===== src/rtl/core/ufp_pkg.sv =====
// Shared types and constants for the uncompressed stereo frame packer.
// Used by the front, the command queue, the back end and the top level.
package ufp_pkg;

  // Input word kinds carried on s_tuser.
  localparam logic OP_DATA = 1'b0;
  localparam logic OP_PAD  = 1'b1;

  // Constant packet bytes.
  localparam logic [7:0] HDR_BYTE0 = 8'h20;
  localparam logic [7:0] HDR_BYTE1 = 8'h00;
  localparam logic [7:0] HDR_BYTE2 = 8'h12;
  localparam logic [7:0] HDR_BYTE3 = 8'h00;
  localparam logic [7:0] HDR_BYTE4 = 8'h00;
  localparam logic [7:0] END_BYTE  = 8'hC0;

  localparam logic [14:0] BLOCK_FRAMES_RESET = 15'd352;

  // Depth of the command queue between front and back.
  localparam int unsigned QDEPTH = 2;
  localparam int unsigned QPTR_W = (QDEPTH > 1) ? $clog2(QDEPTH) : 1;
  localparam int unsigned QCNT_W = $clog2(QDEPTH + 1);

  // Output byte positions within the sequence produced for one frame.
  localparam logic [3:0] STEP_H0 = 4'd0;
  localparam logic [3:0] STEP_H1 = 4'd1;
  localparam logic [3:0] STEP_H2 = 4'd2;
  localparam logic [3:0] STEP_H3 = 4'd3;
  localparam logic [3:0] STEP_H4 = 4'd4;
  localparam logic [3:0] STEP_H5 = 4'd5;
  localparam logic [3:0] STEP_D0 = 4'd6;
  localparam logic [3:0] STEP_D1 = 4'd7;
  localparam logic [3:0] STEP_D2 = 4'd8;
  localparam logic [3:0] STEP_D3 = 4'd9;
  localparam logic [3:0] STEP_C0 = 4'd10;
  localparam logic [3:0] STEP_C1 = 4'd11;

  // One classified frame, as handed from the front to the back end.
  typedef struct packed {
    logic        open_pkt;
    logic        close_pkt;
    logic [7:0]  len_hi;
    logic [6:0]  pend;
    logic [15:0] left;
    logic [15:0] right;
  } cmd_t;

  // Packet state of the front, exported for checking.
  typedef struct packed {
    logic        in_packet;
    logic [14:0] frames_done;
  } front_stat_t;

endpackage


===== src/rtl/core/uncompressed_alac_frame_packer.sv =====
// Uncompressed stereo 16-bit packet packer. Each frame word accepted on the
// slave stream produces four bytes on the master stream, preceded by a
// six-byte header when it opens a packet and followed by a byte holding
// the low right-sample bits and the end byte 0xC0 (with tlast) when it
// completes the block, so one frame occupies 4, 6, 10 or 12 output bytes.
// The master port writes one byte per cycle while m_tready is high; a
// two-entry command queue lets frames be accepted while earlier ones are
// still being written out. The block length register is written on the
// cfg channel, saturates at MAX_BLOCK_FRAMES, and must only be changed
// while the block is idle. Depends on ufp_pkg, ufp_front, ufp_queue and
// ufp_back.
module uncompressed_alac_frame_packer #(
  parameter int unsigned MAX_BLOCK_FRAMES = 16384
) (
  input  logic        clk,
  input  logic        rst,
  input  logic        cfg_valid,
  output logic        cfg_ready,
  input  logic [14:0] cfg_data,     // block_frames
  input  logic        s_tvalid,
  output logic        s_tready,
  input  logic [31:0] s_tdata,      // [15:0] left_sample, [31:16] right_sample
  input  logic        s_tuser,      // operation
  output logic        m_tvalid,
  input  logic        m_tready,
  output logic [7:0]  m_tdata,      // [7:0] out_byte
  output logic        m_tlast       // packet_end
);

  ufp_pkg::cmd_t        f_cmd;
  ufp_pkg::cmd_t        q_cmd;
  ufp_pkg::front_stat_t f_stat;
  logic                 f_valid;
  logic                 f_ready;
  logic                 q_valid;
  logic                 q_ready;
  logic [ufp_pkg::QCNT_W-1:0] q_fill;

  ufp_front #(
    .MAX_BLOCK_FRAMES(MAX_BLOCK_FRAMES)
  ) u_front (
    .clk       (clk),
    .rst       (rst),
    .cfg_valid (cfg_valid),
    .cfg_ready (cfg_ready),
    .cfg_data  (cfg_data),
    .in_valid  (s_tvalid),
    .in_ready  (s_tready),
    .in_op     (s_tuser),
    .in_left   (s_tdata[15:0]),
    .in_right  (s_tdata[31:16]),
    .cmd_valid (f_valid),
    .cmd_ready (f_ready),
    .cmd       (f_cmd),
    .stat      (f_stat)
  );

  ufp_queue u_queue (
    .clk        (clk),
    .rst        (rst),
    .push_valid (f_valid),
    .push_ready (f_ready),
    .push_data  (f_cmd),
    .pop_valid  (q_valid),
    .pop_ready  (q_ready),
    .pop_data   (q_cmd),
    .fill       (q_fill)
  );

  ufp_back u_back (
    .clk       (clk),
    .rst       (rst),
    .cmd_valid (q_valid),
    .cmd_ready (q_ready),
    .cmd       (q_cmd),
    .out_valid (m_tvalid),
    .out_ready (m_tready),
    .out_byte  (m_tdata),
    .out_end   (m_tlast)
  );

`ifndef SYNTHESIS
  // The only byte flagged as a packet end is the end byte itself.
  a_end_byte: assert property (@(posedge clk) disable iff (rst)
    m_tvalid && m_tlast |-> m_tdata == ufp_pkg::END_BYTE)
    else $error("packet end flagged on a byte other than the end byte");

  // With no packet open the frame count must have been cleared.
  a_closed_count: assert property (@(posedge clk) disable iff (rst)
    !f_stat.in_packet |-> f_stat.frames_done == 15'd0)
    else $error("frame count not cleared while no packet is open");

  // The slave side stalls exactly when the command queue is full.
  a_stall_full: assert property (@(posedge clk) disable iff (rst)
    !s_tready |-> q_fill == ufp_pkg::QCNT_W'(ufp_pkg::QDEPTH))
    else $error("input stalled while the command queue has room");

  // A frame accepted into an empty queue must be visible to the back end next cycle.
  a_queue_push: assert property (@(posedge clk) disable iff (rst)
    s_tvalid && s_tready && q_fill == '0 |=> q_valid)
    else $error("accepted frame did not reach the command queue");
`endif

endmodule


===== src/rtl/core/ufp_front.sv =====
// Front end: holds the block length register and the packet state, and
// classifies each accepted frame into a command. Depends on ufp_pkg.
module ufp_front #(
  parameter int unsigned MAX_BLOCK_FRAMES = 16384
) (
  input  logic               clk,
  input  logic               rst,
  input  logic               cfg_valid,
  output logic               cfg_ready,
  input  logic [14:0]        cfg_data,
  input  logic               in_valid,
  output logic               in_ready,
  input  logic               in_op,
  input  logic [15:0]        in_left,
  input  logic [15:0]        in_right,
  output logic               cmd_valid,
  input  logic               cmd_ready,
  output ufp_pkg::cmd_t      cmd,
  output ufp_pkg::front_stat_t stat
);

  localparam logic [16:0] MAX_V = 17'(MAX_BLOCK_FRAMES);

  logic [14:0] block_frames;
  logic        in_packet;
  logic [14:0] frames_done;
  logic [6:0]  pending_bits;

  logic [15:0] left_z;
  logic [15:0] right_z;
  logic [14:0] done_inc;
  logic        close_now;
  logic        accept;

  assign cfg_ready = 1'b1;
  assign in_ready  = cmd_ready;
  assign cmd_valid = in_valid;
  assign accept    = in_valid && cmd_ready;

  assign left_z    = (in_op == ufp_pkg::OP_PAD) ? 16'h0000 : in_left;
  assign right_z   = (in_op == ufp_pkg::OP_PAD) ? 16'h0000 : in_right;
  assign done_inc  = (in_packet ? frames_done : 15'd0) + 15'd1;
  assign close_now = done_inc >= block_frames;

  always_comb begin
    cmd.open_pkt  = !in_packet;
    cmd.close_pkt = close_now;
    cmd.len_hi    = block_frames[14:7];
    cmd.pend      = in_packet ? pending_bits : block_frames[6:0];
    cmd.left      = left_z;
    cmd.right     = right_z;
  end

  assign stat.in_packet   = in_packet;
  assign stat.frames_done = frames_done;

  always_ff @(posedge clk) begin
    if (rst) begin
      block_frames <= ufp_pkg::BLOCK_FRAMES_RESET;
    end else if (cfg_valid && cfg_ready) begin
      if ({2'b00, cfg_data} > MAX_V) begin
        block_frames <= MAX_V[14:0];
      end else begin
        block_frames <= cfg_data;
      end
    end
  end

  always_ff @(posedge clk) begin
    if (rst) begin
      in_packet    <= 1'b0;
      frames_done  <= 15'd0;
      pending_bits <= 7'd0;
    end else if (accept) begin
      in_packet    <= !close_now;
      frames_done  <= close_now ? 15'd0 : done_inc;
      pending_bits <= close_now ? 7'd0 : right_z[6:0];
    end
  end

endmodule


===== src/rtl/core/ufp_queue.sv =====
// Short command queue that decouples the front from the back end.
// Depends on ufp_pkg for the command type and depth.
module ufp_queue (
  input  logic          clk,
  input  logic          rst,
  input  logic          push_valid,
  output logic          push_ready,
  input  ufp_pkg::cmd_t push_data,
  output logic          pop_valid,
  input  logic          pop_ready,
  output ufp_pkg::cmd_t pop_data,
  output logic [ufp_pkg::QCNT_W-1:0] fill
);

  ufp_pkg::cmd_t slots [ufp_pkg::QDEPTH];
  logic [ufp_pkg::QPTR_W-1:0] wr_ptr;
  logic [ufp_pkg::QPTR_W-1:0] rd_ptr;
  logic [ufp_pkg::QCNT_W-1:0] count;
  logic push;
  logic pop;

  assign push_ready = count != ufp_pkg::QCNT_W'(ufp_pkg::QDEPTH);
  assign pop_valid  = count != '0;
  assign pop_data   = slots[rd_ptr];
  assign push       = push_valid && push_ready;
  assign pop        = pop_valid && pop_ready;
  assign fill       = count;

  function automatic logic [ufp_pkg::QPTR_W-1:0] bump(input logic [ufp_pkg::QPTR_W-1:0] p);
    if (p == ufp_pkg::QPTR_W'(ufp_pkg::QDEPTH - 1)) begin
      return '0;
    end
    return p + 1'b1;
  endfunction

  always_ff @(posedge clk) begin
    if (push) begin
      slots[wr_ptr] <= push_data;
    end
  end

  always_ff @(posedge clk) begin
    if (rst) begin
      wr_ptr <= '0;
      rd_ptr <= '0;
      count  <= '0;
    end else begin
      if (push) begin
        wr_ptr <= bump(wr_ptr);
      end
      if (pop) begin
        rd_ptr <= bump(rd_ptr);
      end
      if (push && !pop) begin
        count <= count + 1'b1;
      end else if (pop && !push) begin
        count <= count - 1'b1;
      end
    end
  end

endmodule


===== src/rtl/core/ufp_back.sv =====
// Back end: takes commands from the queue and writes out their bytes one a
// cycle while out_ready allows, via a registered output stage. Depends on ufp_pkg.
module ufp_back (
  input  logic          clk,
  input  logic          rst,
  input  logic          cmd_valid,
  output logic          cmd_ready,
  input  ufp_pkg::cmd_t cmd,
  output logic          out_valid,
  input  logic          out_ready,
  output logic [7:0]    out_byte,
  output logic          out_end
);

  ufp_pkg::cmd_t cur;
  logic          busy;
  logic [3:0]    step;
  logic          load_ok;
  logic          emit;
  logic          last;
  logic          take;
  logic [7:0]    byte_sel;

  assign load_ok   = !out_valid || out_ready;
  assign emit      = busy && load_ok;
  assign last      = cur.close_pkt ? (step == ufp_pkg::STEP_C1) : (step == ufp_pkg::STEP_D3);
  assign take      = cmd_valid && (!busy || (emit && last));
  assign cmd_ready = !busy || (emit && last);

  always_comb begin
    unique case (step)
      ufp_pkg::STEP_H0: byte_sel = ufp_pkg::HDR_BYTE0;
      ufp_pkg::STEP_H1: byte_sel = ufp_pkg::HDR_BYTE1;
      ufp_pkg::STEP_H2: byte_sel = ufp_pkg::HDR_BYTE2;
      ufp_pkg::STEP_H3: byte_sel = ufp_pkg::HDR_BYTE3;
      ufp_pkg::STEP_H4: byte_sel = ufp_pkg::HDR_BYTE4;
      ufp_pkg::STEP_H5: byte_sel = cur.len_hi;
      ufp_pkg::STEP_D0: byte_sel = {cur.pend, cur.left[15]};
      ufp_pkg::STEP_D1: byte_sel = cur.left[14:7];
      ufp_pkg::STEP_D2: byte_sel = {cur.left[6:0], cur.right[15]};
      ufp_pkg::STEP_D3: byte_sel = cur.right[14:7];
      ufp_pkg::STEP_C0: byte_sel = {cur.right[6:0], 1'b1};
      ufp_pkg::STEP_C1: byte_sel = ufp_pkg::END_BYTE;
      default:          byte_sel = 8'h00;
    endcase
  end

  always_ff @(posedge clk) begin
    if (take) begin
      cur <= cmd;
    end
    if (emit) begin
      out_byte <= byte_sel;
      out_end  <= step == ufp_pkg::STEP_C1;
    end
  end

  always_ff @(posedge clk) begin
    if (rst) begin
      busy      <= 1'b0;
      step      <= ufp_pkg::STEP_H0;
      out_valid <= 1'b0;
    end else begin
      if (take) begin
        busy <= 1'b1;
        step <= cmd.open_pkt ? ufp_pkg::STEP_H0 : ufp_pkg::STEP_D0;
      end else if (emit) begin
        busy <= !last;
        step <= step + 4'd1;
      end
      if (emit) begin
        out_valid <= 1'b1;
      end else if (out_ready) begin
        out_valid <= 1'b0;
      end
    end
  end

endmodule

===== config.mk =====
export PLATFORM = sky130hd
export DESIGN_NAME = uncompressed_alac_frame_packer
export DESIGN_NICKNAME = d
export VERILOG_FILES = /design/src/rtl/core/ufp_pkg.sv /design/src/rtl/core/uncompressed_alac_frame_packer.sv /design/src/rtl/core/ufp_front.sv /design/src/rtl/core/ufp_queue.sv /design/src/rtl/core/ufp_back.sv
export SDC_FILE = /design/constraint.sdc
export NUM_CORES = 1
export LEC_CHECK = 0
export ABC_CLOCK_PERIOD_IN_PS = 8300
export BUFFER_PORTS_ARGS = -buffer_cell sky130_fd_sc_hd__buf_2
export CORE_MARGIN = 5
export CORE_UTILIZATION = 43
export DETAILED_ROUTE_END_ITERATION = 16
export PLACE_DENSITY = 0.61
export SYNTH_ARGS = -nofsm -noshare
export SYNTH_HDL_FRONTEND = slang
export SYNTH_SLANG_ARGS = --single-unit

===== constraint.sdc =====
create_clock -name clk -period 8.3 [get_ports clk]
set_clock_uncertainty 0.2 [all_clocks]
set_input_delay 1.66 -clock clk [delete_from_list [all_inputs] [get_ports clk]]
set_output_delay 1.66 -clock clk [all_outputs]
set_load 0.02 [all_outputs]

==> flow_metrics.tcl, run 1 <==
set metrics [dict create \
    grt_pass1_wl_mm 27.2 \
    gp_congestion 0.871 \
    finalInstanceArea_um2 9640 \
    cts-resized-gates 0 \
    synth_cells 610 \
    synth_seq_cells 204 \
    fp.dieW_um 150 \
    placed_cell_area_um2 8970 \
    avgSynthCellArea_um2 13.8 \
    final_cell_mix "edfxtp_1 (155), buf_2 (63), mux2_2 (49)" \
    syn_area_um2 8430 \
    layout_commonest_cell "edfxtp_1" \
    setup.worst_path.end_class "register" \
    period_needed_ns 3.98 \
    antenna_found_initial 0 \
    cts_hold_buffers 0 \
    post_cts_buffers 0 \
    synth_edf_count 155 \
    grt_pass1_vias 5055 \
    hp-class "register to register" \
    clkLatencyLatePin_ns 0.50 \
    cts_tree "done" \
    rsz0062_at_grt "false" \
    setup_viol 0 \
    clock_path_buffers 3 \
    p_per_area_nw_per_um2 303 \
    fin_tns_setup_ns 0 \
    arrival_ns 4.21 \
    viasPerCell 5.31 \
    ios 65 \
    die-height_um 150 \
    worstSetupPathType "register to register" \
    ctsRootBufferMaster "clkbuf_16" \
    drtIter0Drc 318 \
    num_rows 51 \
    worstSetupStartpointType "register" \
    fillers 1682 \
    maxCapViolations 0 \
    ys.warnings.count 0 \
    crit_fanout 22 \
    synthToLayoutAreaGrowth_pct 14.3 \
    grt_max_degree 52 \
    die_area_um2 22500 \
    async_flop_share_pct 0 \
    coreArea_um2 19400 \
    worst_pin_slew_ns 1.19 \
    cts_htree_levels 1 \
    ant_nets 0 \
    slew_violations 0 \
    slew_headroom_pct 20.5 \
    io_buffer_count 63 \
    routed_wl_mm 17.2 \
    final_nets 740 \
    synth_nets 684 \
    drc 0 \
    numCtsBuffers 21 \
    min_period_over_period_pct 48.0 \
    dr.pass1.iters 5 \
    status "complete, no violations" \
    required_ns 8.52 \
    fmax_mhz 251 \
    irDropWorstVdd_v 0.000142 \
    synth_flop_cell "edfxtp_1" \
    avgRoutedWirePerCell_um 18.2 \
    cellLeakagePower_uw 0.00347 \
    synth.distinct_cells 53 \
    vias 5019 \
    antenna_cells 0 \
    finalHoldViolations 0 \
    track_usage_pct 15.4 \
    grt_overflow_total 0 \
    clkSinkCount 204 \
    floorplan.initialDensity_pct 43.5 \
    layout-drive-gt1-share_pct 22.8 \
    path_clk_slew_ns 0.06 \
    dp_hpwl_mm 11.4 \
    seq_area_frac_synth_pct 66.8 \
]
[sequential cells by signal, summed over array words and instances, names as in the netlist, 2 cells and up, named ones only]
| signal | count |
|---|---|
| u_front.pending_bits | 7 |
| u_back.step | 4 |
| u_front.block_frames | 15 |
| u_queue.slots | 98 |
| u_back.out_byte | 8 |
| u_queue.fill | 2 |
| u_back.cur | 48 |
| u_front.frames_done | 15 |
[kinds of logic after synthesis]
family / count (synthesis) / share of synthesized area [%]
AOI/OAI and AO/OA: 103 / 8.87
xor gates and xnor gates: 18 / 1.87
adders and majority gates: 21 / 3.12
buffers and inverters: 53 / 2.63
DFF: 204 / 66.8
muxes: 53 / 7.02
other: 1 / 0.0445
and+or+nand+nor: 157 / 9.63
[final cells by class]
| class | instances | area, µm² | share of cell area, % |
|---|---|---|---|
| clock buffer | 30 | 569 | 5.91 |
| inverter | 20 | 75.1 | 0.779 |
| sequential | 204 | 5640 | 58.5 |
| multi-input combinational | 353 | 2580 | 26.8 |
| tap | 265 | 332 | 3.44 |
| clock inverter | 8 | 100 | 1.04 |
| timing repair buffer | 66 | 338 | 3.51 |
[metal layers]
metal	wire [µm]	part of all wire [%]	track usage (%)
met1	7520	44	20.4
met2	8210	48	25.1
met3	905	5.3	3.03
met4	554	3.2	5.76
met5	0	0	0
[synthesized netlist by cell type (all sizes together) (3+ instances only)]
master / n / area, µm²
a21o: 3 / 22.5
a21oi: 21 / 109
a22o: 29 / 255
a22oi: 10 / 75.1
and2: 5 / 31.3
and3: 3 / 25.0
buf: 12 / 67.6
clkbuf: 21 / 78.8
dfxtp: 49 / 981
edfxtp: 155 / 4650
ha: 21 / 263
inv: 20 / 75.1
mux2: 49 / 552
mux2i: 4 / 40.0
nand2: 33 / 126
nand2b: 5 / 31.3
nand3: 12 / 60.1
nand4: 10 / 62.6
nor2: 37 / 139
nor2b: 37 / 231
nor3: 3 / 15.0
nor4: 6 / 37.5
o21ai: 16 / 80.1
o221ai: 6 / 52.6
o31ai: 3 / 22.5
xnor2: 8 / 70.1
xor2: 10 / 87.6
[where the power goes]
| part | switching (µW) | internal, µW |
|---|---|---|
| Sequential | 119 | 1390 |
| Combinational | 303 | 193 |
| Clock | 370 | 544 |
| Total | 792 | 2130 |
[path summary, 6_finish.rpt]
check | from | end | slack, ns | cells after the start
worst min-delay path | u_front.block_frames[1]$_SDFFE_PP0P_ | u_front.block_frames[1]$_SDFFE_PP0P_ | 0.28 | 2
worst max-delay path | u_front.in_packet$_SDFFE_PP0P_ | u_front.frames_done[7]$_SDFFE_PP0P_ | 4.32 | 12
worst max register to register | u_front.in_packet$_SDFFE_PP0P_ | u_front.frames_done[7]$_SDFFE_PP0P_ | 4.32 | 12
worst min register to register | u_front.block_frames[1]$_SDFFE_PP0P_ | u_front.block_frames[1]$_SDFFE_PP0P_ | 0.28 | 2
[worst max-delay path, cell delays in order, from the launching register on]
cell and delay [ns]:
dfxtp_1 0.72, and2_1 0.26, ha_1 0.22, and4_1 0.31, nand2_1 0.09, or4_4 0.41, a21oi_2 0.18, ha_1 0.28
nand4_1 0.19, nor4_1 0.09, a211oi_1 0.32, and3_4 0.43, a22o_1 0.18
[per-stage QoR]
| step | setup WS [ns] | std cells | hold slack [ns] | power, µW | util (%) |
|---|---|---|---|---|---|
| 3_5_place_dp | 4.41 | 908 | 0.264 | 2030 | 46.2 |
| 2_1_floorplan | 3.52 | 610 | 0.243 | 1860 | - |
| 4_1_cts | 4.36 | 946 | 0.273 | 2950 | 49.7 |
| 3_3_place_gp | 4.50 | 908 | 0.264 | 2020 | 46.2 |
| 5_1_grt | 3.95 | 946 | 0.290 | 3060 | 49.7 |
| 6_report | 4.32 | 946 | 0.276 | 2920 | 49.7 |
Note: power is estimated with default switching activity, not from simulation.
==> inputs of run 2 (changes only) <==
--- a/config.mk
+++ b/config.mk
@@ -5,12 +5,12 @@
 export SDC_FILE = /design/constraint.sdc
 export NUM_CORES = 1
 export LEC_CHECK = 0
-export ABC_CLOCK_PERIOD_IN_PS = 8300
+export ABC_CLOCK_PERIOD_IN_PS = 3370
 export BUFFER_PORTS_ARGS = -buffer_cell sky130_fd_sc_hd__buf_2
 export CORE_MARGIN = 5
 export CORE_UTILIZATION = 43
 export DETAILED_ROUTE_END_ITERATION = 16
-export PLACE_DENSITY = 0.61
+export PLACE_DENSITY = 0.64
 export SYNTH_ARGS = -nofsm -noshare
 export SYNTH_HDL_FRONTEND = slang
 export SYNTH_SLANG_ARGS = --single-unit
==> constraint.sdc (replaced) <==
create_clock -name clk -period 3.37 [get_ports clk]
set_clock_uncertainty 0.2 [all_clocks]
set_input_delay 0.674 -clock clk [delete_from_list [all_inputs] [get_ports clk]]
set_output_delay 0.674 -clock clk [all_outputs]
set_load 0.02 [all_outputs]
==> flow_metrics.tcl, run 2 (synthesis gave the netlist of run 1 again) <==
set metrics [dict create \
    status "complete, no violations" \
    die_area_um2 22500 \
    cts_hold_buffers 0 \
    grt_pass1_wl_mm 28.1 \
    drtIter0Drc 351 \
    p_per_area_nw_per_um2 771 \
    dp_slack_ns 0.00634 \
    rsz0062_at_grt "false" \
    dp_hpwl_mm 12.1 \
    post_cts_buffers 0 \
    placed_cell_area_um2 9040 \
    cp_slowest_cell "or4_4" \
    crit_fanout 7 \
    viasPerCell 5.27 \
    largest-register "u_queue.slots" \
    path_clk_slew_ns 0.07 \
    io_buffer_count 63 \
    num_rows 51 \
    path_cells "and2_4, ha_2, and4_1, nand2_1, or4_4, a21oi_2, ha_1, nand4_1, nor4_2, a211oi_2, buf_4, o211ai_1" \
    cts_htree_levels 1 \
    die-height_um 150 \
    reg_top3 "u_queue.slots: 98 flops, u_back.cur: 48 flops" \
    layout-drive-gt1-share_pct 25.6 \
    grt_overflow_total 0 \
    floorplan.initialDensity_pct 43.5 \
    fin_tns_setup_ns 0 \
    r2r_slack_ns 0.1 \
    setup_viol 0 \
    final_nets 749 \
    r2r-end "u_queue.slots[0][47]$_DFFE_PP_" \
    min_period_over_period_pct 97.1 \
    grt_max_degree 50 \
    min_to "u_front.block_frames[8]$_SDFFE_PP1P_" \
    ios 65 \
    slew_headroom_pct 27.1 \
    worst_slack_ns 0.0961 \
    finalHoldViolations 0 \
    fillers 1716 \
    finalInstanceArea_um2 9880 \
    worst_pin_slew_ns 1.09 \
    period_needed_ns 3.27 \
    slew_violations 0 \
    cts_tree "done" \
    drc 0 \
    final_cell_mix "edfxtp_1 (155), buf_2 (63), mux2_2 (49)" \
    critPathMaxStageDelay_ns 0.42 \
    vias 5035 \
    reg2reg_depth 12 \
    arrival_ns 3.27 \
    maxCapViolations 0 \
    min_path_cells 2 \
    clkSinkCount 204 \
    fin_total_pwr_uw 7620 \
    irDropWorstVdd_v 0.000363 \
    clock_path_buffers 3 \
    track_usage_pct 15.9 \
    r2r_start "u_front.in_packet$_SDFFE_PP0P_" \
    setup.worst_path.end_class "register" \
    worstSetupStartpointType "register" \
    layout_commonest_cell "edfxtp_1" \
    antenna_found_initial 0 \
    hp-class "input pin to register" \
    dr.pass1.iters 5 \
    min-delay-start "cfg_data[8]" \
    avgRoutedWirePerCell_um 18.6 \
    synthToLayoutAreaGrowth_pct 17.1 \
    required_ns 3.36 \
    gp_congestion 0.906 \
    fmax_mhz 305 \
    fp.dieW_um 150 \
    worstSetupPathType "register to register" \
    grt_pass1_vias 5151 \
    ant_nets 0 \
    largest_reg_flops 98 \
    clkLatencyLatePin_ns 0.49 \
    routed_wl_mm 17.8 \
    cellLeakagePower_uw 0.00358 \
    numCtsBuffers 22 \
    finalCoreUtilization_pct 50.9 \
    antenna_cells 0 \
    coreArea_um2 19400 \
    ctsRootBufferMaster "clkbuf_16" \
]
==> run 2: how the worst max path moves through the flow <==
| stage | startpoint | end | slack (ns) | cells past startpoint |
|---|---|---|---|---|
| 6_report | u_front.in_packet$_SDFFE_PP0P_ | u_queue.slots[0][47]$_DFFE_PP_ | 0.1 | 12 |
| 5_1_grt | u_front.in_packet$_SDFFE_PP0P_ | u_queue.slots[0][47]$_DFFE_PP_ | 0.002 | 12 |
| 4_1_cts | u_front.in_packet$_SDFFE_PP0P_ | u_queue.slots[0][47]$_DFFE_PP_ | 0.01 | 11 |
| 3_5_place_dp | u_front.in_packet$_SDFFE_PP0P_ | u_front.frames_done[9]$_SDFFE_PP0P_ | 0.006 | 11 |
| 3_3_place_gp | u_front.in_packet$_SDFFE_PP0P_ | u_front.frames_done[6]$_SDFFE_PP0P_ | 0.09 | 11 |
| 2_1_floorplan | u_front.in_packet$_SDFFE_PP0P_ | u_front.frames_done[6]$_SDFFE_PP0P_ | 0.01 | 13 |
==> run 2: layer usage <==
metal	vias up	global-route usage, %	share of wire (%)
li1	2417	-	-
met1	2428	21.2	43
met2	155	26.3	48
met3	35	2.85	5.8
met4	0	5.86	3.0
met5	-	0	0
==> run 2: power by group <==
part,internal [µW],switching [µW]
registers,3420,243
logic,529,817
clock network,1640,976
==> run 2: final cells by class <==
class / instances / area, µm² / area share, %
clock inverters: 16 / 223 / 2.25
flip-flops and latches: 204 / 5640 / 57.1
multi-input cells: 354 / 2610 / 26.4
repair buffers: 73 / 415 / 4.21
clock buffers: 24 / 579 / 5.86
inverters: 20 / 75.1 / 0.760
well taps: 265 / 332 / 3.36
==> run 2: per-stage QoR <==
step | instances | hold WS [ns]
6_report | 956 | 0.223
3_5_place_dp | 915 | 0.260
4_1_cts | 956 | 0.198
3_3_place_gp | 915 | 0.259
5_1_grt | 956 | 0.220
2_1_floorplan | 610 | 0.243
==> run 2: critical path, delay by kind of cell (launching register included) <==
family	cells	cell delay [ns]
buffers and inverters	1	0.17
adders and majority gates	2	0.47
DFF	1	0.38
AOI/OAI and AO/OA	3	0.62
and+or+nand+nor	6	1.12
==> run 2: timing repair <==
item                                    4_1_cts  5_1_grt
gates cloned                                  1        0
gates resized for setup                       3        6
pin swaps                                     1        3
endpoints found under the setup margin       21       25
endpoints found under the hold margin         0        0
==> inputs of run 3 (changes only) <==
--- a/config.mk
+++ b/config.mk
@@ -7,6 +7,7 @@
 export LEC_CHECK = 0
 export ABC_CLOCK_PERIOD_IN_PS = 3370
 export BUFFER_PORTS_ARGS = -buffer_cell sky130_fd_sc_hd__buf_2
+export CORE_ASPECT_RATIO = 0.5
 export CORE_MARGIN = 5
 export CORE_UTILIZATION = 43
 export DETAILED_ROUTE_END_ITERATION = 16
==> flow_metrics.tcl, run 3 (synthesis gave the netlist of run 1 again) <==
set metrics [dict create \
    antenna_cells 0 \
    finalHoldViolations 0 \
    clkSinkCount 204 \
    worstSetupPathType "register to register" \
    crit_fanout 5 \
    cts_hold_buffers 0 \
    min_period_over_period_pct 97.0 \
    floorplan.initialDensity_pct 43.5 \
    avgRoutedWirePerCell_um 18.9 \
    gp_congestion 0.824 \
    clock_path_buffers 3 \
    final_cell_mix "edfxtp_1 (155), buf_2 (63), mux2_2 (49)" \
    ios 65 \
    numCtsBuffers 20 \
    period_needed_ns 3.27 \
    fp.dieW_um 208 \
    p_per_area_nw_per_um2 753 \
    cts-resized-gates 0 \
    ctsRootBufferMaster "clkbuf_16" \
    final_nets 750 \
    ant_nets 0 \
    finalCoreUtilization_pct 50.8 \
    layout-drive-gt1-share_pct 25.7 \
    setup.worst_path.end_class "register" \
    vias 5097 \
    largest_reg_flops 98 \
    worst_slack_ns 0.102 \
    clkLatencyLatePin_ns 0.50 \
    drtIter0Drc 317 \
    dr.pass1.iters 5 \
    die-height_um 109 \
    slew_headroom_pct 53.9 \
    num_rows 36 \
    fmax_mhz 306 \
    drc 0 \
    die_area_um2 22700 \
    path_clk_slew_ns 0.06 \
    maxCapViolations 0 \
    grt_max_degree 50 \
    layout_commonest_cell "edfxtp_1" \
    dp_slack_ns 0.0218 \
    grt_overflow_total 0 \
    hp-class "input pin to register" \
    irDropWorstVdd_v 0.000306 \
    reg_top3 "u_queue.slots: 98 flops, u_back.cur: 48 flops" \
    cts_htree_levels 1 \
    arrival_ns 3.26 \
    slew_violations 0 \
    coreArea_um2 19400 \
    synthToLayoutAreaGrowth_pct 16.7 \
    grt_pass1_vias 5072 \
    io_buffer_count 63 \
    status "complete, no violations" \
    fin_tns_setup_ns 0 \
    dp_hpwl_mm 11.9 \
    post_cts_buffers 0 \
    largest-register "u_queue.slots" \
    required_ns 3.36 \
    viasPerCell 5.33 \
    grt_pass1_wl_mm 27.9 \
    antenna_found_initial 0 \
    fin_total_pwr_uw 7410 \
    cellLeakagePower_uw 0.00355 \
    worst_pin_slew_ns 0.692 \
    worstSetupStartpointType "register" \
    track_usage_pct 15.7 \
    routed_wl_mm 18.1 \
    cts_tree "done" \
    setup_viol 0 \
]
## run 3: metrics by stage
stage                     hold slack, ns  instance area [µm²]  instances
final                              0.234                 9840        956
after global routing               0.230                 9840        956
after CTS                          0.221                 9760        954
after detailed placement           0.256                 9060        918
after global placement             0.254                 9060        918
after floorplan                    0.243                 8440        610
## run 3: layout make-up
class | instances | area (µm²)
clock inverter | 14 | 190
inverter | 20 | 75.1
timing repair buffer | 75 | 430
multi-input combinational | 355 | 2670
clock buffer | 22 | 508
sequential | 204 | 5640
fill | 1681 | 9530
tap | 266 | 333
## run 3: worst paths after layout
kind,endpoint,cells after the start,startpoint,slack [ns]
max,u_queue.slots[1][47]$_DFFE_PP_,12,u_front.in_packet$_SDFFE_PP0P_,0.10
min,u_front.block_frames[8]$_SDFFE_PP1P_,2,cfg_data[8],0.23
max reg2reg,u_queue.slots[1][47]$_DFFE_PP_,12,u_front.in_packet$_SDFFE_PP0P_,0.10
min reg2reg,u_front.block_frames[1]$_SDFFE_PP0P_,2,u_front.block_frames[1]$_SDFFE_PP0P_,0.26
## run 3: per-layer routing
| metal | global-route usage [%] | part of all wire (%) |
|---|---|---|
| met5 | 0 | 0 |
| met4 | 3.75 | 1.8 |
| met3 | 2.93 | 4.9 |
| met1 | 22.7 | 48 |
| met2 | 24.8 | 45 |
## run 3: worst max-delay path, stage by stage, from the launching register on
cell and delay [ns]:
dfxtp_2 0.37, and2_4 0.17, ha_2 0.19, and4_1 0.21
nand2_1 0.07, or4_4 0.43, a21oi_4 0.20, ha_4 0.24
nand4_1 0.19, nor4_4 0.07, a211oi_4 0.32, buf_4 0.18
o211ai_1 0.12
## run 3: report_power, final
part           total (µW)  switching (µW)  leakage, µW  internal, µW
clock                2350             943     0.000334          1410
combinational        1380             835      0.00134           541
sequential           3680             260      0.00188          3420
total                7410            2040      0.00355          5370
